===== src/rtl/core/rgb_to_hsl_pixel_assert.svh =====
// ----------------------------------------------------------------------------
// rgb to hsl assertion macros
// shared forms for the concurrent checks of the pixel converter
// ----------------------------------------------------------------------------
`ifndef RGB_TO_HSL_PIXEL_ASSERT_SVH
`define RGB_TO_HSL_PIXEL_ASSERT_SVH

// same-cycle implication, sampled on clk, off during reset
`define RTHSL_ASSERT_IMPL(lbl, ante, cons, msg) \
  lbl: assert property (@(posedge clk) disable iff (!rst_n) (ante) |-> (cons)) else $error(msg);

// next-cycle implication, sampled on clk, off during reset
`define RTHSL_ASSERT_NEXT(lbl, ante, cons, msg) \
  lbl: assert property (@(posedge clk) disable iff (!rst_n) (ante) |=> (cons)) else $error(msg);

`endif


===== src/rtl/core/rthsl_pkg.sv =====
// ----------------------------------------------------------------------------
// rthsl_pkg
// types and constants shared by the rgb to hsl pixel converter
// ----------------------------------------------------------------------------
`timescale 1ns / 1ps

package rthsl_pkg;

  localparam int unsigned ChanW   = 8;
  localparam int unsigned LightW  = 9;
  localparam int unsigned FracW   = 16;
  localparam int unsigned SatDenW = 8;
  localparam int unsigned HueDenW = 11;
  localparam int unsigned NumCells = FracW;

  localparam logic [LightW-1:0] FullSum = 9'd510;
  localparam logic [FracW-1:0]  FracMax = 16'hFFFF;

  // one word in flight through the divider row
  typedef struct packed {
    logic                vld;
    logic                gray;
    logic                sat_full;
    logic [LightW-1:0]   light;
    logic [SatDenW-1:0]  sat_den;
    logic [SatDenW-1:0]  sat_rem;
    logic [FracW-1:0]    sat_q;
    logic [HueDenW-1:0]  hue_den;
    logic [HueDenW-1:0]  hue_rem;
    logic [FracW-1:0]    hue_q;
  } rthsl_cell_t;

endpackage


===== src/rtl/core/rgb_to_hsl_pixel.sv =====
// ----------------------------------------------------------------------------
// rgb_to_hsl_pixel
// rgb pixel to hue, saturation and lightness through a row of divider cells
//
//   channel  direction  fields                                   handshake
//   in_      input      red_level, green_level, blue_level       valid / stall
//   out_     output     hue_turn, saturation_frac, lightness_sum valid / stall
//
// one word accepted per cycle while the output is not held back
// the row is the front cell plus sixteen division cells, one bit each
// the whole row holds in place while a finished word waits under out_stall
// synchronous active-low reset clears the valid bits of every cell
// ----------------------------------------------------------------------------
`timescale 1ns / 1ps

`include "rgb_to_hsl_pixel_assert.svh"

module rgb_to_hsl_pixel (
  input  logic        clk,
  input  logic        rst_n,
  input  logic        in_valid,
  output logic        in_stall,
  input  logic [7:0]  in_red_level,
  input  logic [7:0]  in_green_level,
  input  logic [7:0]  in_blue_level,
  output logic        out_valid,
  input  logic        out_stall,
  output logic [15:0] out_hue_turn,
  output logic [15:0] out_saturation_frac,
  output logic [8:0]  out_lightness_sum
);
  import rthsl_pkg::*;

  rthsl_cell_t chain [NumCells+1];
  rthsl_cell_t last;
  logic        adv;

  assign last     = chain[NumCells];
  assign adv      = !(last.vld && out_stall);
  assign in_stall = !adv;

  rthsl_front u_front (
    .clk     (clk),
    .rst_n   (rst_n),
    .adv     (adv),
    .vld_i   (in_valid),
    .red_i   (in_red_level),
    .green_i (in_green_level),
    .blue_i  (in_blue_level),
    .cell_o  (chain[0])
  );

  for (genvar k = 0; k < NumCells; k++) begin : g_cell
    rthsl_div_cell u_cell (
      .clk    (clk),
      .rst_n  (rst_n),
      .adv    (adv),
      .cell_i (chain[k]),
      .cell_o (chain[k+1])
    );
  end

  assign out_valid           = last.vld;
  assign out_lightness_sum   = last.light;
  assign out_hue_turn        = last.gray ? '0 : last.hue_q;
  assign out_saturation_frac = last.gray ? '0 : (last.sat_full ? FracMax : last.sat_q);

  `RTHSL_ASSERT_NEXT(a_accept_enters, in_valid && !in_stall, chain[0].vld, "accepted word lost at front")
  `RTHSL_ASSERT_IMPL(a_hue_rem_bound, chain[0].vld && !chain[0].gray, chain[0].hue_rem < chain[0].hue_den, "hue numerator not below divisor")
  `RTHSL_ASSERT_IMPL(a_sat_rem_bound, chain[0].vld && !chain[0].gray && !chain[0].sat_full, chain[0].sat_rem < chain[0].sat_den, "saturation numerator not below divisor")
  `RTHSL_ASSERT_IMPL(a_zero_sat_gray, out_valid && out_saturation_frac == '0, out_hue_turn == '0 && !out_lightness_sum[0], "zero saturation on a non-gray word")

endmodule


===== src/rtl/core/rthsl_front.sv =====
// ----------------------------------------------------------------------------
// rthsl_front
// first cell: extremes, lightness, divisors and numerators of a pixel
// ----------------------------------------------------------------------------
`timescale 1ns / 1ps

module rthsl_front (
  input  logic                       clk,
  input  logic                       rst_n,
  input  logic                       adv,
  input  logic                       vld_i,
  input  logic [7:0]                 red_i,
  input  logic [7:0]                 green_i,
  input  logic [7:0]                 blue_i,
  output rthsl_pkg::rthsl_cell_t     cell_o
);
  import rthsl_pkg::*;

  rthsl_cell_t cell_r, cell_nxt;

  logic [ChanW-1:0]   mx, mn, c;
  logic [LightW-1:0]  sum, rsum;
  logic [HueDenW-1:0] c_w, two_c, four_c, six_c, n;
  logic [HueDenW-1:0] r_w, g_w, b_w;

  always_comb begin
    mx = red_i;
    mn = red_i;
    if (green_i > mx) mx = green_i;
    if (blue_i  > mx) mx = blue_i;
    if (green_i < mn) mn = green_i;
    if (blue_i  < mn) mn = blue_i;
    c    = mx - mn;
    sum  = {1'b0, mx} + {1'b0, mn};
    rsum = FullSum - sum;

    c_w    = {3'b000, c};
    two_c  = {c_w[HueDenW-2:0], 1'b0};
    four_c = {c_w[HueDenW-3:0], 2'b00};
    six_c  = four_c + two_c;
    r_w    = {3'b000, red_i};
    g_w    = {3'b000, green_i};
    b_w    = {3'b000, blue_i};

    // sector order red, green, blue on ties
    if (red_i == mx) begin
      if (green_i >= blue_i) n = g_w - b_w;
      else                   n = six_c - (b_w - g_w);
    end else if (green_i == mx) begin
      n = two_c + b_w - r_w;
    end else begin
      n = four_c + r_w - g_w;
    end

    cell_nxt          = '0;
    cell_nxt.vld      = vld_i;
    cell_nxt.gray     = (c == '0);
    cell_nxt.light    = sum;
    cell_nxt.sat_den  = (sum < rsum) ? sum[SatDenW-1:0] : rsum[SatDenW-1:0];
    cell_nxt.sat_full = ({1'b0, c} == ((sum < rsum) ? sum : rsum));
    cell_nxt.sat_rem  = c;
    cell_nxt.hue_den  = six_c;
    cell_nxt.hue_rem  = n;
  end

  always_ff @(posedge clk) begin
    if (!rst_n) begin
      cell_r.vld <= 1'b0;
    end else if (adv) begin
      cell_r.vld <= cell_nxt.vld;
    end
    if (adv) begin
      cell_r.gray     <= cell_nxt.gray;
      cell_r.sat_full <= cell_nxt.sat_full;
      cell_r.light    <= cell_nxt.light;
      cell_r.sat_den  <= cell_nxt.sat_den;
      cell_r.sat_rem  <= cell_nxt.sat_rem;
      cell_r.sat_q    <= cell_nxt.sat_q;
      cell_r.hue_den  <= cell_nxt.hue_den;
      cell_r.hue_rem  <= cell_nxt.hue_rem;
      cell_r.hue_q    <= cell_nxt.hue_q;
    end
  end

  assign cell_o = cell_r;

endmodule


===== src/rtl/core/rthsl_div_cell.sv =====
// ----------------------------------------------------------------------------
// rthsl_div_cell
// one restoring step of both fraction divisions, one quotient bit each
// ----------------------------------------------------------------------------
`timescale 1ns / 1ps

module rthsl_div_cell (
  input  logic                       clk,
  input  logic                       rst_n,
  input  logic                       adv,
  input  rthsl_pkg::rthsl_cell_t     cell_i,
  output rthsl_pkg::rthsl_cell_t     cell_o
);
  import rthsl_pkg::*;

  rthsl_cell_t cell_r, cell_nxt;

  logic [SatDenW:0] sat_t;
  logic [HueDenW:0] hue_t;
  logic             sat_ge, hue_ge;
  logic [SatDenW:0] sat_d;
  logic [HueDenW:0] hue_d;

  always_comb begin
    sat_t  = {cell_i.sat_rem, 1'b0};
    hue_t  = {cell_i.hue_rem, 1'b0};
    sat_ge = (sat_t >= {1'b0, cell_i.sat_den});
    hue_ge = (hue_t >= {1'b0, cell_i.hue_den});
    sat_d  = sat_t - {1'b0, cell_i.sat_den};
    hue_d  = hue_t - {1'b0, cell_i.hue_den};

    cell_nxt         = cell_i;
    cell_nxt.sat_rem = sat_ge ? sat_d[SatDenW-1:0] : sat_t[SatDenW-1:0];
    cell_nxt.hue_rem = hue_ge ? hue_d[HueDenW-1:0] : hue_t[HueDenW-1:0];
    cell_nxt.sat_q   = {cell_i.sat_q[FracW-2:0], sat_ge};
    cell_nxt.hue_q   = {cell_i.hue_q[FracW-2:0], hue_ge};
  end

  always_ff @(posedge clk) begin
    if (!rst_n) begin
      cell_r.vld <= 1'b0;
    end else if (adv) begin
      cell_r.vld <= cell_nxt.vld;
    end
    if (adv) begin
      cell_r.gray     <= cell_nxt.gray;
      cell_r.sat_full <= cell_nxt.sat_full;
      cell_r.light    <= cell_nxt.light;
      cell_r.sat_den  <= cell_nxt.sat_den;
      cell_r.sat_rem  <= cell_nxt.sat_rem;
      cell_r.sat_q    <= cell_nxt.sat_q;
      cell_r.hue_den  <= cell_nxt.hue_den;
      cell_r.hue_rem  <= cell_nxt.hue_rem;
      cell_r.hue_q    <= cell_nxt.hue_q;
    end
  end

  assign cell_o = cell_r;

endmodule


===== config.mk =====
export PLATFORM = sky130hd
export DESIGN_NAME = rgb_to_hsl_pixel
export DESIGN_NICKNAME = d
export VERILOG_FILES = /design/src/rtl/core/rthsl_pkg.sv /design/src/rtl/core/rgb_to_hsl_pixel.sv /design/src/rtl/core/rthsl_front.sv /design/src/rtl/core/rthsl_div_cell.sv
export VERILOG_INCLUDE_DIRS = /design/src /design/src/rtl/core
export SDC_FILE = /design/constraint.sdc
export NUM_CORES = 2
export LEC_CHECK = 0
export CORE_UTILIZATION = 40
export DETAILED_ROUTE_END_ITERATION = 8
export DONT_BUFFER_PORTS = 1
export GPL_TIMING_DRIVEN = 0
export PLACE_DENSITY = 0.6
export SYNTH_ARGS = -nofsm -noshare
export SYNTH_HDL_FRONTEND = slang
export SYNTH_HIERARCHICAL = 1
export SYNTH_SLANG_ARGS = --single-unit

===== constraint.sdc =====
create_clock -name clk -period 46 [get_ports clk]
set_clock_uncertainty 0.1 [all_clocks]
set_input_delay 2.3 -clock clk [delete_from_list [all_inputs] [get_ports clk]]
set_output_delay 2.3 -clock clk [all_outputs]
set_load 0.02 [all_outputs]

==> flow_metrics.py <==
metrics = {
    "synth": {
        "syn_nets": 4878,
        "total_of_warnings_raised_by_yosys": 6,
        "synth_area_mm2": 0.0564,
        "synth.avg_cell_area_um2": 12.8,
        "synthCells": 4393,
    },
    "timing": {
        "min_period_over_period_pct": 23.2,
        "max_clk_rate_mhz": 93.7,
        "maxSlewViolCount": 0,
        "grt_setup_unrepaired": "false",
        "final_period_minus_worst_setup_slack_ps": 10680,
        "setup_tns_ps": 0,
        "finalSetupViolations": 0,
        "slew_headroom_pct": 30.6,
        "transition_time_at_the_pin_with_the_least_slew_margin_ps": 1030,
        "final_hold_viol_count": 0,
    },
    "detailed_routing": {
        "totalWireLength_um": 103000,
        "ant_nets": 0,
        "route.detailed.vias_per_inst": 5.07,
        "drt_pre_antenna_iters": 5,
        "detailedRoute.firstIterationViolations": 1958,
        "vias": 33000,
        "routed_wire_length_per_instance_um": 15.8,
        "post-route-drc-count": 0,
    },
    "cells_and_area": {
        "ff_latch_area_mm2": 0.0323,
        "fill_cell_total_of_the_finished_layout": 12600,
        "multi_input_gate_area_mm2": 0.0218,
        "drive_above_1_share_pct": 11.8,
        "num-nets-final": 5015,
        "area_growth_syn_to_layout_pct": 11.9,
    },
    "clock_tree": {
        "ctsLongestPathBuffers": 3,
        "hold_buffers": 0,
        "clock_sink_count": 1080,
        "cts_buffers": 118,
        "worst_skew_pair.late_latency_ps": 760,
        "clock_tree.root_cell": "clkbuf_16",
        "post_cts.resized_instances": 0,
        "tritoncts": "done",
        "clock_h_tree_levels": 3,
        "path_clk_slew_ps": 60,
        "post_cts_buffers": 0,
    },
    "hold_path": {
        "hold_path.class": "register to register",
    },
    "floorplan": {
        "die_area_mm2": 0.143,
        "die_width_um": 378,
        "row_count": 137,
        "top_level_ports": 71,
        "initial_utilization_pct": 40.4,
        "die_height_um": 378,
        "core-area_mm2": 0.140,
    },
    "flow_run": {
        "timing.max_cap.violations": 0,
    },
    "worst_setup_path": {
        "setup.worst_path.start_class": "input pin",
        "critPathSlowestCell": "a21oi_1",
        "worstPathRequired_ps": 46380,
        "crit_path_end_kind": "register",
        "crit_path_largest_cell_delay_ps": 470,
        "worst-r2r-setup-slack_ps": 43080,
        "worstPathMaxFanout": 10,
        "cp.arrival_ps": 11060,
        "crit_path_top_cell_by_count": "a21oi_1",
        "criticalPathCategory": "input pin to register",
    },
    "global_route": {
        "first_pass_grt_wire_length_um": 167000,
        "grt_max_degree": 75,
        "grt_util_all_layers_pct": 14.5,
        "grt-ovfl-total": 0,
        "vias_in_the_first_global_route": 32700,
        "antenna_found_initial": 1,
    },
    "placed_design": {
        "place_congestion": 0.851,
        "io_buffer_count": 0,
        "detailed_place_hpwl_um": 74800,
    },
    "status": {
        "run_status": "finished, final reports clean",
    },
}
per-stage QoR:
step | area, um2 | setup WS [ps] | std cells | hold slack (ps) | util [%]
floorplan | 56400 | 18480 | 4393 | 300 | -
global placement | 58800 | 8180 | 6269 | 300 | 42.1
detailed placement | 59200 | 34590 | 6286 | 305 | 42.4
CTS | 63100 | 35370 | 6511 | 257 | 45.2
global route | 63100 | 34550 | 6511 | 263 | 45.2
finish | 63100 | 35320 | 6512 | 263 | 45.2
worst max-delay path, delay by kind of cell:
kind,cells,cell delay [ps]
compound gates,12,2400
buf+inv,7,1810
fa+ha+maj,5,1760
simple gates,8,1340
mux,2,510
xor+xnor,3,930
area by class of cell:
type | instances | share of cell area, %
Sequential cell | 1080 | 51.1
Multi-Input combinational cell | 2766 | 34.6
Clock buffer | 138 | 4.83
Tap cell | 1876 | 3.72
Inverter | 454 | 2.76
Clock inverter | 87 | 1.31
Buffer | 93 | 0.956
Timing Repair Buffer | 17 | 0.742
Antenna cell | 1 | 0.00397
layer usage:
layer	track usage, %	up-vias	routed length, um
li1	-	16600	-
met5	0	-	0
met4	5.98	0	3390
met3	2.24	159	3270
met2	25.9	455	52200
met1	17.3	15800	44300
flip-flops by register name (all words and copies together) (netlist names):
register	cells
g_cell.u_cell/cell_o	1034
u_front/cell_o	46
cell usage in the layout (no fill, tap or decap), types with 25 or more instances in the layout:
cell and n:
edfxtp_1 1063, inv_1 436, ha_1 405, nand2_1 259, a21oi_1 254, o21ai_0 243
nor2_1 189, xnor2_1 154, clkbuf_16 118, mux2_2 93, a21o_1 91, mux2i_1 91
nor2b_1 87, nor3_1 80, a211oi_1 67, fa_1 52, o21a_1 51, xor2_1 51
nand4_1 42, nand3_1 41, o21bai_1 39, buf_2 38, o211ai_1 37, clkinv_2 32
and3_1 32, a211o_1 31, o31a_1 30, clkbuf_1 28, clkinv_1 25
final timing paths:
kind / startpoint / to / depth (start not counted)
setup / recovery: in_red_level[7] / u_front/cell_o[26] / 37
hold / removal: g_cell[8].u_cell/cell_o[40] / g_cell[9].u_cell/cell_o[41] / 0
setup reg to reg: g_cell[15].u_cell/cell_o[81] / g_cell[15].u_cell/cell_o[11] / 5
hold reg to reg: g_cell[8].u_cell/cell_o[40] / g_cell[9].u_cell/cell_o[41] / 0
Power is left out: the tool's default activity adds up to more than one toggle a clock period on the data nets, which glitch-free logic cannot reach.
